==> src/rmon_pkg.sv <==
// rmon_pkg: shared types and constants of the I/O rate monitor.
// Used by rmon_front, rmon_queue, rmon_back and io_rate_monitor.
package rmon_pkg;

  localparam int unsigned RING_SLOTS_DEF  = 3;
  localparam int unsigned QUEUE_DEPTH_DEF = 4;
  // Holds any slot advance up to and including the largest ring (31 slots).
  localparam int unsigned STEP_W          = 5;
  localparam int unsigned GAP_W           = 8;
  localparam logic [GAP_W-1:0] REPORT_GAP_RESET = 8'd2;
  localparam int unsigned BYTES_W         = 31;
  localparam int unsigned IN_DATA_W       = 64;
  localparam int unsigned OUT_DATA_W      = 416;

  typedef enum logic [1:0] {
    KIND_SEED    = 2'd0,  // very first access: seed slot 0
    KIND_ADVANCE = 2'd1,  // second moved forward: clear passed slots, seed new one
    KIND_ADD     = 2'd2   // same or earlier second: add to current slot
  } kind_t;

  typedef struct packed {
    kind_t               kind;
    logic [STEP_W-1:0]   step;      // seconds advanced, clipped to the ring size
    logic                is_write;
    logic [BYTES_W-1:0]  bytes;
    logic                emit;
    logic [31:0]         now;
  } op_t;

  typedef struct packed {
    logic [31:0] wr_bytes;
    logic [31:0] wr_ops;
    logic [31:0] rd_bytes;
    logic [31:0] rd_ops;
  } bucket_t;

  // First member sits in the highest bits, so total_reads ends up at bit 0.
  typedef struct packed {
    logic [31:0] snapshot_time;
    logic [31:0] write_bytes_prev_second;
    logic [31:0] writes_prev_second;
    logic [31:0] read_bytes_prev_second;
    logic [31:0] reads_prev_second;
    logic [63:0] total_write_bytes;
    logic [63:0] total_writes;
    logic [63:0] total_read_bytes;
    logic [63:0] total_reads;
  } snap_t;

endpackage

==> src/rmon_front.sv <==
// rmon_front: takes access requests, tracks the window second and report time,
// and classifies each request into an op for the back end. Depends on rmon_pkg.
module rmon_front #(
  parameter int unsigned RING_SLOTS = rmon_pkg::RING_SLOTS_DEF
) (
  input  logic                         clk,
  input  logic                         rst_n,
  input  logic                         cfg_valid,
  input  logic [rmon_pkg::GAP_W-1:0]   cfg_data,
  input  logic                         in_valid,
  input  logic                         in_is_write,
  input  logic [rmon_pkg::BYTES_W-1:0] in_bytes,
  input  logic [31:0]                  in_now,
  input  logic                         q_ready,
  output logic                         q_valid,
  output rmon_pkg::op_t                q_data
);
  import rmon_pkg::*;

  logic [31:0]      window_r, window_nxt;
  logic [31:0]      last_report_r, last_report_nxt;
  logic [GAP_W-1:0] gap_r;
  logic             first_evt;
  logic             later;
  logic [31:0]      adv;
  logic             emit;
  logic             take;

  assign take      = in_valid && q_ready;
  assign first_evt = (window_r == '0);
  assign later     = (in_now > window_r);
  assign adv       = in_now - window_r;
  // 33-bit compare so the gap add cannot wrap
  assign emit      = {1'b0, in_now} > ({1'b0, last_report_r} + {{(33-GAP_W){1'b0}}, gap_r});

  always_comb begin
    q_data.is_write = in_is_write;
    q_data.bytes    = in_bytes;
    q_data.emit     = emit;
    q_data.now      = in_now;
    q_data.step     = (adv >= 32'(RING_SLOTS)) ? STEP_W'(RING_SLOTS) : adv[STEP_W-1:0];
    if (first_evt) begin
      q_data.kind = KIND_SEED;
    end else if (later) begin
      q_data.kind = KIND_ADVANCE;
    end else begin
      q_data.kind = KIND_ADD;
    end
  end

  assign q_valid = in_valid;

  always_comb begin
    window_nxt      = window_r;
    last_report_nxt = last_report_r;
    if (take) begin
      if (first_evt || later) begin
        window_nxt = in_now;
      end
      // a snapshot moves the report time up; time going back pulls it down
      if (emit || (in_now < last_report_r)) begin
        last_report_nxt = in_now;
      end
    end
  end

  always_ff @(posedge clk) begin
    if (!rst_n) begin
      window_r      <= '0;
      last_report_r <= '0;
      gap_r         <= REPORT_GAP_RESET;
    end else begin
      window_r      <= window_nxt;
      last_report_r <= last_report_nxt;
      if (cfg_valid) begin
        gap_r <= cfg_data;
      end
    end
  end

endmodule

==> src/rmon_queue.sv <==
// rmon_queue: small FIFO of classified ops between front and back end.
// Depends on rmon_pkg for the op type.
module rmon_queue #(
  parameter int unsigned DEPTH = rmon_pkg::QUEUE_DEPTH_DEF
) (
  input  logic          clk,
  input  logic          rst_n,
  input  logic          wr_valid,
  output logic          wr_ready,
  input  rmon_pkg::op_t wr_data,
  output logic          rd_valid,
  input  logic          rd_ready,
  output rmon_pkg::op_t rd_data
);
  import rmon_pkg::*;

  localparam int unsigned PTR_W = $clog2(DEPTH);
  localparam int unsigned CNT_W = $clog2(DEPTH + 1);

  op_t              entries_r [DEPTH];
  logic [PTR_W-1:0] wr_ptr_r, wr_ptr_nxt;
  logic [PTR_W-1:0] rd_ptr_r, rd_ptr_nxt;
  logic [CNT_W-1:0] count_r, count_nxt;
  logic             push;
  logic             pop;

  assign wr_ready = (count_r != CNT_W'(DEPTH));
  assign rd_valid = (count_r != '0);
  assign rd_data  = entries_r[rd_ptr_r];
  assign push     = wr_valid && wr_ready;
  assign pop      = rd_valid && rd_ready;

  always_comb begin
    wr_ptr_nxt = wr_ptr_r;
    rd_ptr_nxt = rd_ptr_r;
    count_nxt  = count_r;
    if (push) begin
      wr_ptr_nxt = (wr_ptr_r == PTR_W'(DEPTH - 1)) ? '0 : wr_ptr_r + 1'b1;
    end
    if (pop) begin
      rd_ptr_nxt = (rd_ptr_r == PTR_W'(DEPTH - 1)) ? '0 : rd_ptr_r + 1'b1;
    end
    if (push && !pop) begin
      count_nxt = count_r + 1'b1;
    end else if (pop && !push) begin
      count_nxt = count_r - 1'b1;
    end
  end

  always_ff @(posedge clk) begin
    if (!rst_n) begin
      wr_ptr_r <= '0;
      rd_ptr_r <= '0;
      count_r  <= '0;
    end else begin
      wr_ptr_r <= wr_ptr_nxt;
      rd_ptr_r <= rd_ptr_nxt;
      count_r  <= count_nxt;
    end
  end

  always_ff @(posedge clk) begin
    if (push) begin
      entries_r[wr_ptr_r] <= wr_data;
    end
  end

endmodule

==> src/rmon_back.sv <==
// rmon_back: applies ops to the 64-bit totals and the ring of per-second
// buckets, and holds the snapshot output register. Depends on rmon_pkg.
module rmon_back #(
  parameter int unsigned RING_SLOTS = rmon_pkg::RING_SLOTS_DEF
) (
  input  logic            clk,
  input  logic            rst_n,
  input  logic            q_valid,
  output logic            q_ready,
  input  rmon_pkg::op_t   q_data,
  output logic            out_valid,
  input  logic            out_ready,
  output rmon_pkg::snap_t out_data
);
  import rmon_pkg::*;

  localparam int unsigned SLOT_W = $clog2(RING_SLOTS);
  localparam int unsigned SUM_W  = STEP_W + 1;

  logic [63:0]       rd_total_r, rd_total_nxt;
  logic [63:0]       rd_bytes_total_r, rd_bytes_total_nxt;
  logic [63:0]       wr_total_r, wr_total_nxt;
  logic [63:0]       wr_bytes_total_r, wr_bytes_total_nxt;
  logic [SLOT_W-1:0] cur_r, cur_nxt;
  bucket_t           slot_r   [RING_SLOTS];
  bucket_t           slot_nxt [RING_SLOTS];
  logic              out_valid_r, out_valid_nxt;
  snap_t             out_r;
  logic              pop;
  logic [63:0]       bytes64;
  logic [31:0]       bytes32;
  logic [SUM_W-1:0]  adv_sum;
  logic [SLOT_W-1:0] prev;
  bucket_t           prev_bkt;

  assign q_ready   = !out_valid_r || out_ready;
  assign pop       = q_valid && q_ready;
  assign bytes64   = {{(64-BYTES_W){1'b0}}, q_data.bytes};
  assign bytes32   = {{(32-BYTES_W){1'b0}}, q_data.bytes};
  assign out_valid = out_valid_r;
  assign out_data  = out_r;

  always_comb begin
    rd_total_nxt       = rd_total_r;
    rd_bytes_total_nxt = rd_bytes_total_r;
    wr_total_nxt       = wr_total_r;
    wr_bytes_total_nxt = wr_bytes_total_r;
    if (q_data.is_write) begin
      wr_total_nxt       = wr_total_r + 64'd1;
      wr_bytes_total_nxt = wr_bytes_total_r + bytes64;
    end else begin
      rd_total_nxt       = rd_total_r + 64'd1;
      rd_bytes_total_nxt = rd_bytes_total_r + bytes64;
    end
  end

  // cur + step stays below twice the ring size, so one subtract wraps it.
  // A jump of the whole ring keeps cur; every slot is cleared then, so only
  // positions relative to cur matter.
  assign adv_sum = SUM_W'(cur_r) + SUM_W'(q_data.step);

  always_comb begin
    case (q_data.kind)
      KIND_SEED:    cur_nxt = '0;
      KIND_ADVANCE: cur_nxt = (adv_sum >= SUM_W'(RING_SLOTS)) ?
                              SLOT_W'(adv_sum - SUM_W'(RING_SLOTS)) : SLOT_W'(adv_sum);
      KIND_ADD:     cur_nxt = cur_r;
      default:      cur_nxt = cur_r;
    endcase
  end

  always_comb begin
    logic [SUM_W-1:0] ahead;
    bucket_t          b;
    for (int j = 0; j < RING_SLOTS; j++) begin
      // distance of slot j ahead of cur, 1..RING_SLOTS
      ahead = SUM_W'(j) + SUM_W'(RING_SLOTS) - SUM_W'(cur_r);
      if (ahead >= SUM_W'(RING_SLOTS)) begin
        ahead = ahead - SUM_W'(RING_SLOTS);
      end
      if (ahead == '0) begin
        ahead = SUM_W'(RING_SLOTS);
      end
      b = slot_r[j];
      case (q_data.kind)
        KIND_SEED: begin
          if (j == 0) begin
            if (q_data.is_write) begin
              b.wr_ops   = 32'd1;
              b.wr_bytes = bytes32;
            end else begin
              b.rd_ops   = 32'd1;
              b.rd_bytes = bytes32;
            end
          end
        end
        KIND_ADVANCE: begin
          if (ahead <= SUM_W'(q_data.step)) begin
            b = '0;
          end
          if (SLOT_W'(j) == cur_nxt) begin
            if (q_data.is_write) begin
              b.wr_ops   = 32'd1;
              b.wr_bytes = bytes32;
            end else begin
              b.rd_ops   = 32'd1;
              b.rd_bytes = bytes32;
            end
          end
        end
        KIND_ADD: begin
          if (SLOT_W'(j) == cur_r) begin
            if (q_data.is_write) begin
              b.wr_ops   = b.wr_ops + 32'd1;
              b.wr_bytes = b.wr_bytes + bytes32;
            end else begin
              b.rd_ops   = b.rd_ops + 32'd1;
              b.rd_bytes = b.rd_bytes + bytes32;
            end
          end
        end
        default: b = slot_r[j];
      endcase
      slot_nxt[j] = b;
    end
  end

  assign prev = (cur_nxt == '0) ? SLOT_W'(RING_SLOTS - 1) : cur_nxt - 1'b1;

  always_comb begin
    prev_bkt = '0;
    for (int j = 0; j < RING_SLOTS; j++) begin
      if (SLOT_W'(j) == prev) begin
        prev_bkt = prev_bkt | slot_nxt[j];
      end
    end
  end

  always_comb begin
    out_valid_nxt = out_valid_r;
    if (pop && q_data.emit) begin
      out_valid_nxt = 1'b1;
    end else if (out_ready) begin
      out_valid_nxt = 1'b0;
    end
  end

  always_ff @(posedge clk) begin
    if (!rst_n) begin
      rd_total_r       <= '0;
      rd_bytes_total_r <= '0;
      wr_total_r       <= '0;
      wr_bytes_total_r <= '0;
      cur_r            <= '0;
      out_valid_r      <= 1'b0;
      for (int j = 0; j < RING_SLOTS; j++) begin
        slot_r[j] <= '0;
      end
    end else begin
      out_valid_r <= out_valid_nxt;
      if (pop) begin
        rd_total_r       <= rd_total_nxt;
        rd_bytes_total_r <= rd_bytes_total_nxt;
        wr_total_r       <= wr_total_nxt;
        wr_bytes_total_r <= wr_bytes_total_nxt;
        cur_r            <= cur_nxt;
        for (int j = 0; j < RING_SLOTS; j++) begin
          slot_r[j] <= slot_nxt[j];
        end
      end
    end
  end

  always_ff @(posedge clk) begin
    if (pop && q_data.emit) begin
      out_r.total_reads             <= rd_total_nxt;
      out_r.total_read_bytes        <= rd_bytes_total_nxt;
      out_r.total_writes            <= wr_total_nxt;
      out_r.total_write_bytes       <= wr_bytes_total_nxt;
      out_r.reads_prev_second       <= prev_bkt.rd_ops;
      out_r.read_bytes_prev_second  <= prev_bkt.rd_bytes;
      out_r.writes_prev_second      <= prev_bkt.wr_ops;
      out_r.write_bytes_prev_second <= prev_bkt.wr_bytes;
      out_r.snapshot_time           <= q_data.now;
    end
  end

endmodule

==> src/io_rate_monitor.sv <==
// io_rate_monitor: top level of the I/O rate monitor.
// Instantiates rmon_front, rmon_queue and rmon_back; depends on rmon_pkg.
//
// Usage:
//   in_*  : one access request per transfer (opcode, byte count, current second).
//   out_* : a snapshot of the 64-bit totals and of the bucket before the
//           current second, sent only when more than report_gap seconds have
//           passed since the last snapshot; most requests produce nothing.
//   cfg_* : writes report_gap (8 bits, 2 after reset); always ready, write
//           only while no request is in flight.
// Throughput: one request per cycle while the queue has room. The front end
// decides the time window and whether a snapshot is due in the accept cycle;
// the back end updates all ring buckets in parallel for each request.
// Snapshot path: the edge that accepts a request writes it into the queue,
// then the back-end update writes its snapshot into the output register,
// which drives out_tvalid; the path is shortest when the queue ahead is empty.
// Reset (rst_n low, synchronous) clears totals, buckets, window and report
// time, empties the queue and drops any pending snapshot.
// Output stall: a held snapshot blocks the back end; the queue (QUEUE_DEPTH
// entries) keeps taking requests until it fills, then in_tready drops.
module io_rate_monitor #(
  parameter int unsigned RING_SLOTS  = rmon_pkg::RING_SLOTS_DEF,
  parameter int unsigned QUEUE_DEPTH = rmon_pkg::QUEUE_DEPTH_DEF
) (
  input  logic                            clk,
  input  logic                            rst_n,
  input  logic                            in_tvalid,
  output logic                            in_tready,
  // [0] opcode, [31:1] byte_count, [63:32] now_seconds
  input  logic [rmon_pkg::IN_DATA_W-1:0]  in_tdata,
  output logic                            out_tvalid,
  input  logic                            out_tready,
  // [63:0] total_reads, [127:64] total_read_bytes, [191:128] total_writes,
  // [255:192] total_write_bytes, [287:256] reads_prev_second,
  // [319:288] read_bytes_prev_second, [351:320] writes_prev_second,
  // [383:352] write_bytes_prev_second, [415:384] snapshot_time
  output logic [rmon_pkg::OUT_DATA_W-1:0] out_tdata,
  input  logic                            cfg_valid,
  output logic                            cfg_ready,
  input  logic [rmon_pkg::GAP_W-1:0]      cfg_data
);
  import rmon_pkg::*;

  op_t   fq_data;
  logic  fq_valid;
  logic  fq_ready;
  op_t   qb_data;
  logic  qb_valid;
  logic  qb_ready;
  snap_t snap;

  assign cfg_ready = 1'b1;
  assign in_tready = fq_ready;
  assign out_tdata = snap;

  rmon_front #(
    .RING_SLOTS (RING_SLOTS)
  ) u_front (
    .clk         (clk),
    .rst_n       (rst_n),
    .cfg_valid   (cfg_valid),
    .cfg_data    (cfg_data),
    .in_valid    (in_tvalid),
    .in_is_write (in_tdata[0]),
    .in_bytes    (in_tdata[BYTES_W:1]),
    .in_now      (in_tdata[63:32]),
    .q_ready     (fq_ready),
    .q_valid     (fq_valid),
    .q_data      (fq_data)
  );

  rmon_queue #(
    .DEPTH (QUEUE_DEPTH)
  ) u_queue (
    .clk      (clk),
    .rst_n    (rst_n),
    .wr_valid (fq_valid),
    .wr_ready (fq_ready),
    .wr_data  (fq_data),
    .rd_valid (qb_valid),
    .rd_ready (qb_ready),
    .rd_data  (qb_data)
  );

  rmon_back #(
    .RING_SLOTS (RING_SLOTS)
  ) u_back (
    .clk       (clk),
    .rst_n     (rst_n),
    .q_valid   (qb_valid),
    .q_ready   (qb_ready),
    .q_data    (qb_data),
    .out_valid (out_tvalid),
    .out_ready (out_tready),
    .out_data  (snap)
  );

  // an accepted request is visible to the back end the next cycle
  a_req_queued: assert property (@(posedge clk) disable iff (!rst_n)
    (in_tvalid && in_tready) |=> qb_valid)
    else $error("accepted request did not reach the queue");

  // the back end only stalls behind a held snapshot
  a_back_stall: assert property (@(posedge clk) disable iff (!rst_n)
    (qb_valid && !qb_ready) |-> (out_tvalid && !out_tready))
    else $error("back end stalled without a held snapshot");

  // a new snapshot always comes from an op taken the cycle before
  a_snap_source: assert property (@(posedge clk) disable iff (!rst_n)
    $rose(out_tvalid) |-> $past(qb_valid && qb_ready))
    else $error("snapshot appeared without a back-end update");

endmodule
==> config.mk <==
export PLATFORM = sky130hd
export DESIGN_NAME = io_rate_monitor
export DESIGN_NICKNAME = d
export VERILOG_FILES = /design/src/rmon_pkg.sv /design/src/rmon_front.sv /design/src/rmon_queue.sv /design/src/rmon_back.sv /design/src/io_rate_monitor.sv
export SDC_FILE = /design/constraint.sdc
export NUM_CORES = 2
export LEC_CHECK = 0
export ABC_AREA = 1
export BUFFER_PORTS_ARGS = -buffer_cell sky130_fd_sc_hd__buf_4
export CELL_PAD_IN_SITES_DETAIL_PLACEMENT = 0
export CELL_PAD_IN_SITES_GLOBAL_PLACEMENT = 1
export CORE_AREA = 5 5 375 653
export CTS_CLUSTER_DIAMETER = 150
export DETAILED_ROUTE_END_ITERATION = 7
export DIE_AREA = 0 0 380 658
export GPL_TIMING_DRIVEN = 0
export PLACE_DENSITY = 0.74
export SLEW_MARGIN = 20
export SYNTH_ARGS = -nofsm -noshare
export SYNTH_HDL_FRONTEND = slang
export SYNTH_SLANG_ARGS = --single-unit
==> constraint.sdc <==
create_clock -name clk -period 38.3 [get_ports clk]
set_input_delay 5.745 -clock clk [delete_from_list [all_inputs] [get_ports clk]]
set_output_delay 5.745 -clock clk [all_outputs]
set_load 0.01 [all_outputs]
=== Word-level counts from Yosys, hierarchy flattened ===
Memory sizes are Yosys's and may differ from the RTL's. A register that Yosys moved wholly into a read port is not among the register bits.
Cells that the tools add are included.

* Register bits after elaboration: 754
* RAM bits: 672
* Bits of input ports: 77
* Output and inout bits: 419
* Memories kept: 2

{| class="wikitable"
|+ Memory list
! memory !! words !! width !! read ports !! clocked after memory_dff !! wr ports !! RTL line !! text
|-
| u_back.slot_r || 3 || 128 || 3 || 0 || 3 || rmon_back.sv:25 || <nowiki>bucket_t slot_r [RING_SLOTS];</nowiki>
|-
| u_queue.entries_r || 4 || 72 || 1 || 1 || 1 || rmon_queue.sv:20 || <nowiki>op_t entries_r [DEPTH];</nowiki>
|}

* Add/subtract/negate cells: 31
* $lt $le $gt $ge: 11
* Eq/ne operators: 11
* Mux-type cells: 62
* Bitwise logic cells: 5
* Reductions and logical operators: 24

{| class="wikitable"
|+ Operators with widths
! operator !! count
|-
| 2-to-1 mux 128 bit || 15
|-
| 2-to-1 mux 64 bit || 18
|-
| case mux 128 bit (2 select lines) || 2
|-
| case mux 128 bit (3 select lines) || 1
|-
| OR 128 bit || 2
|-
| adder 32 x 1 -> 32 bit (second input constant) || 6
|-
| adder 32 x 31 -> 32 bit || 6
|-
| adder 64 x 1 -> 64 bit (second input constant) || 2
|-
| adder 64 x 31 -> 64 bit || 2
|-
| 2-to-1 mux 6 bit || 6
|-
| adder 32 x 8 -> 33 bit || 1
|-
| greater-than comparator 32 x 33 -> 1 bit || 1
|-
| greater-or-equal comparator 32 x 2 -> 1 bit (second input constant) || 1
|-
| greater-than comparator 32 bit || 1
|-
| logical NOT 32 bit || 1
|-
| less-than comparator 32 bit || 1
|-
| subtractor 32 bit || 1
|-
| greater-or-equal comparator 6 x 2 -> 1 bit (second input constant) || 4
|-
| less-or-equal comparator 6 x 5 -> 1 bit || 3
|-
| logical NOT 6 bit || 3
|-
| subtractor 6 x 2 -> 6 bit (second input constant) || 3
|-
| 2-to-1 mux 2 bit || 8
|-
| logical NOT 2 bit || 4
|-
| 2-to-1 mux 1 bit || 8
|-
| other kinds (23) || 44
|}

=== Depth between registers and ports, before layout ===
* Depth in word-level cells: 15
* Mapped depth: 33
* Depth with buffers taken out: 27

=== Modules after synthesis ===
From an unflattened synthesis, not the netlist that was laid out.

* Cells, all modules: 14091
* Area, all modules: 99731.9 µm²

{| class="wikitable"
|+ By module, submodules not included
! module !! times used !! cells each !! area each (µm²) !! sequential area each (µm²)
|-
| rmon_back || 1 || 11886 || 79329.8 || 29208.0
|-
| rmon_queue || 1 || 766 || 11584.9 || 8828.5
|-
| rmon_front || 1 || 1437 || 8805.9 || 1441.4
|-
| io_rate_monitor || 1 || 2 || 11.3 || 0.0
|}

=== Least setup slack after synthesis ===
OpenSTA, ideal clock, no wires.

* Path type: input port to flip-flop
* From: input port out_tready
* To: register u_back.out_r (netlist bit u_back.out_data[0]), enable pin
* Setup time: 1339 ps
* Arrival: 26058 ps
* Data required time: 36961 ps
* Setup slack: 10903 ps
* Cell stages on the path: 4
* Buffers on the path: 0
* Path through: nor2_1 -> a31oi_1 -> inv_1 -> a21oi_1

* Word-level cells in the longest chain between the ends: 3

{| class="wikitable"
|+ Ends and longest elaborated chain
! item !! RTL line !! text
|-
| start: declaration || io_rate_monitor.sv:32 || <nowiki>input logic out_tready,</nowiki>
|-
| logical OR 1 bit || rmon_back.sv:36 || <nowiki>assign q_ready = !out_valid_r || out_ready;</nowiki>
|-
| logical AND 1 bit || rmon_back.sv:37 || <nowiki>assign pop = q_valid && q_ready;</nowiki>
|-
| logical AND 1 bit || rmon_back.sv:175 || <nowiki>if (pop && q_data.emit) begin</nowiki>
|-
| end: declaration || rmon_back.sv:28 || <nowiki>snap_t out_r;</nowiki>
|}

No other way between the ends.
A chain may end at the register's enable or synchronous reset.

==> flow_summary.rst <==
.. list-table::
   :header-rows: 1

   * - Metric
     - Value
   * - Status
     - complete, but fails checks
   * - Failing checks
     - design-rule violations
   * - Critical Path End Type
     - flop
   * - Critical path class
     - flop to flop
   * - Flip-flop and latch count after synthesis
     - 1428
   * - Cell repeated most along the worst path
     - clkbuf_1
   * - Placement-stage worst setup slack
     - 28.30 ns
   * - Sink Count
     - 1428
   * - Vias after detailed routing
     - 102250
   * - Critical Path Slowest Stage Cell
     - clkbuf_1
   * - Number of instances resized during post-cts repair
     - 0
   * - Min Clock Period, post-route
     - 10.47 ns
   * - Setup repair after global routing missed its margin
     - no
   * - Async S/R FF share, synth
     - 0%
   * - Number of enable flip-flop cells after synthesis
     - 1088
   * - Number of placement rows
     - 238
   * - Input/output buffers
     - 494
   * - Share of the cycle needed by the critical path after routing
     - 27.34%
   * - Setup clock skew after layout
     - 0.07609 ns
   * - Sequential element share of the synthesized area
     - 41.54%
   * - Total grt overflow
     - 0
   * - Initial antenna violation count
     - 65
   * - GRT Total Usage
     - 43.59%
   * - Die width
     - 380 um
   * - Worst min path class
     - flop to flop
   * - Max Buffers Root-to-Sink
     - 4
   * - Worst path setup slack after routing
     - 27.83 ns
   * - Syn Inst Count
     - 12925
   * - Share of post-route cells with drive strength above 1
     - 8.775%
   * - Area Overhead vs Synth
     - 16.47%
   * - Die height
     - 658 um
   * - Nets
     - 14170
   * - Slew margin rel.
     - 4.635%
   * - Final hold viol count
     - 0
   * - Number of iterations in the first detailed-routing pass
     - 7
   * - CTS Hold Bufs
     - 0
   * - Core box area
     - 0.2394 mm^2
   * - Total Die Area
     - 0.2500 mm^2
   * - Dominant register cell in the synthesized netlist
     - edfxtp_1
   * - Clock root buffer
     - clkbuf_16
   * - Setup violations, final
     - 0
   * - Top achievable clock speed
     - 95.51 MHz
   * - Average footprint of a synthesized cell
     - 7.352 um^2
   * - Clock Latency Late Sink
     - 0.91 ns
   * - Detailed-route wire length per cell
     - 33.22 um
   * - Final wirelength
     - 564.0 mm
   * - Post-detailed-route via-to-cell ratio
     - 6.021
   * - Num CTS Buffers
     - 157
   * - Final ANT Viol Nets
     - 0
   * - Number of global-route vias before repair
     - 98387
   * - DP HPWL
     - 450.3 mm
   * - TritonCTS clock tree
     - yes
   * - Total negative slack for setup checks
     - 0 ns
   * - Final-report max-slew violation count
     - 0
   * - Number of buffers inserted to repair setup after CTS
     - 0
   * - Arrival time worst endpoint
     - 11.08 ns
   * - Number of I/O pins
     - 496
   * - Crit start category
     - flop
   * - Hold Slack
     - 0.4632 ns
   * - Yosys Warn Count
     - 0
   * - Summed instance area of the synthesized netlist
     - 0.09503 mm^2
   * - Biggest cell delay along the critical path
     - 1.02 ns
   * - Total number of H-tree levels
     - 4
   * - Synth cell types
     - 74
   * - Critical path peak fanout
     - 10
   * - Worst path required time
     - 38.91 ns
   * - DR iter-0 viols
     - 11469
   * - Wire length of the first global-routing pass
     - 763.2 mm
   * - Initial cell density of the core
     - 39.69%
   * - Largest net degree at the start of global routing
     - 43
   * - Residual DRC
     - 12
   * - Clock slew at reported path FFs
     - 0.06 ns
   * - Max Cap Viol
     - 0
   * - Transition time at the pin with the least slew margin
     - 1.430 ns
   * - Routability-driven placement congestion ratio
     - 1.125
   * - Hold_sp
     - u_back.rd_bytes_total_r[62]
==> logic make-up after synthesis <==
| logic type | synth area share (%) |
|---|---|
| flops | 41.54 |
| buf+inv | 7.430 |
| compound gates | 12.58 |
| simple gates | 30.20 |
| other cells | 0.007903 |
| xor+xnor | 2.791 |
| fa+ha+maj | 5.454 |
==> area by class of cell <==
type	instances	area (um^2)
plain buffers	457	2021
repair buffers	587	5928
fillers	24500	128700
well taps	3120	3904
clock inverters	84	1074
inverters	1383	5194
multi-input cells	9672	48820
flip-flops and latches	1428	39480
diodes	61	152.6
clock buffers	189	4111
==> routing by layer <==
| metal | up-vias | share of wire [%] | global-route usage [%] |
|---|---|---|---|
| li1 | 45177 | - | - |
| met1 | 47957 | 30 | 40.63 |
| met2 | 6424 | 46 | 72.17 |
| met3 | 2684 | 8.6 | 11.39 |
| met4 | 8 | 15 | 51.19 |
| met5 | - | 0.0087 | 0.1157 |
==> cells in the mapped netlist (8+ instances only) <==
cell type,instances,area [um^2]
a21oi_1,725,3628
nor2_4,12,135.1
a22oi_1,12,90.09
o22ai_1,126,788.3
nand2_2,9,56.30
and3_1,12,75.07
nor3_1,277,1386
a32oi_1,17,148.9
buf_4,8,60.06
nand2_1,3488,13090
o211ai_1,99,743.2
nor2_1,1420,5330
xnor2_1,71,621.9
edfxtp_1,1088,32670
o31ai_1,12,90.09
nor2_2,23,143.9
or2_2,58,362.9
nand4_1,199,1245
nand3b_1,52,390.4
buf_2,66,330.3
xor2_1,230,2014
and2_1,24,150.1
o21a_1,32,240.2
a21o_1,22,165.2
inv_1,1362,5112
inv_2,12,45.04
a22o_1,32,280.3
clkbuf_1,309,1160
a21boi_0,15,112.6
dfxtp_1,340,6807
nor3b_1,8,60.06
clkinv_1,8,30.03
o21bai_1,28,210.2
o21ai_1,19,95.09
nand3_1,1130,5655
a41oi_1,33,289.0
buf_1,70,262.8
a31oi_1,38,237.7
fa_1,12,240.2
o21ai_0,919,4599
ha_1,395,4942
nor4_1,53,331.6
==> worst paths after layout <==
kind | end | slack (ns) | depth (start not counted)
worst max-delay path | u_back.out_data[331] | 27.83 | 29
worst min-delay path | u_back.rd_bytes_total_r[62] | 0.46 | 2
worst max register to register | u_back.out_data[331] | 27.83 | 29
worst min register to register | u_back.rd_bytes_total_r[62] | 0.46 | 2
==> worst max-delay path: cells and delay by family, from the launching register on <==
kind | cells | cell delay [ns]
buffers and inverters | 17 | 5.81
AOI/OAI and AO/OA | 5 | 2.45
and+or+nand+nor | 5 | 1.13
adders and majority gates | 2 | 0.41
DFF | 1 | 0.34
==> layout by cell type, fill, tap and decap left out, types with 99 or more instances in the layout <==
master,netlist,routed
clkbuf_16,0,159
ha_1,395,395
o22ai_1,126,125
dfxtp_1,340,340
inv_1,1362,1342
buf_4,8,502
o211ai_1,99,99
nand2_1,3488,3477
nand3_1,1130,1130
nand4_1,199,199
nor2_1,1420,1413
o21ai_0,919,918
edfxtp_1,1088,1088
clkbuf_1,309,244
xor2_1,230,230
nor3_1,277,277
a21oi_1,725,724
==> through the flow <==
stage / cells / area, um^2 / utilization [%]
after floorplan: 12940 / 95080 / -
after global placement: 16554 / 102700 / 42.89
final: 16981 / 110700 / 46.23
after detailed placement: 16644 / 105200 / 43.95
after global routing: 16941 / 110600 / 46.19
after CTS: 16917 / 110400 / 46.12
==> flip-flops by register name (all words and copies together), names as in the netlist, named ones only <==
signal / flops
u_back.wr_total_r: 64
u_front.last_report_r: 32
u_front.window_r: 32
u_front.gap_r: 8
u_back.out_data: 416
u_queue.rd_ptr_r: 2
u_back.slot_r: 384
u_queue.entries_r: 288
u_back.rd_total_r: 64
u_queue.count_r: 3
u_queue.wr_ptr_r: 2
u_back.cur_r: 2
u_back.rd_bytes_total_r: 64
u_back.out_valid: 1
u_back.wr_bytes_total_r: 64
Power is not shown: default switching activity piles up to over one toggle a cycle in this logic, so the estimate is an artifact.
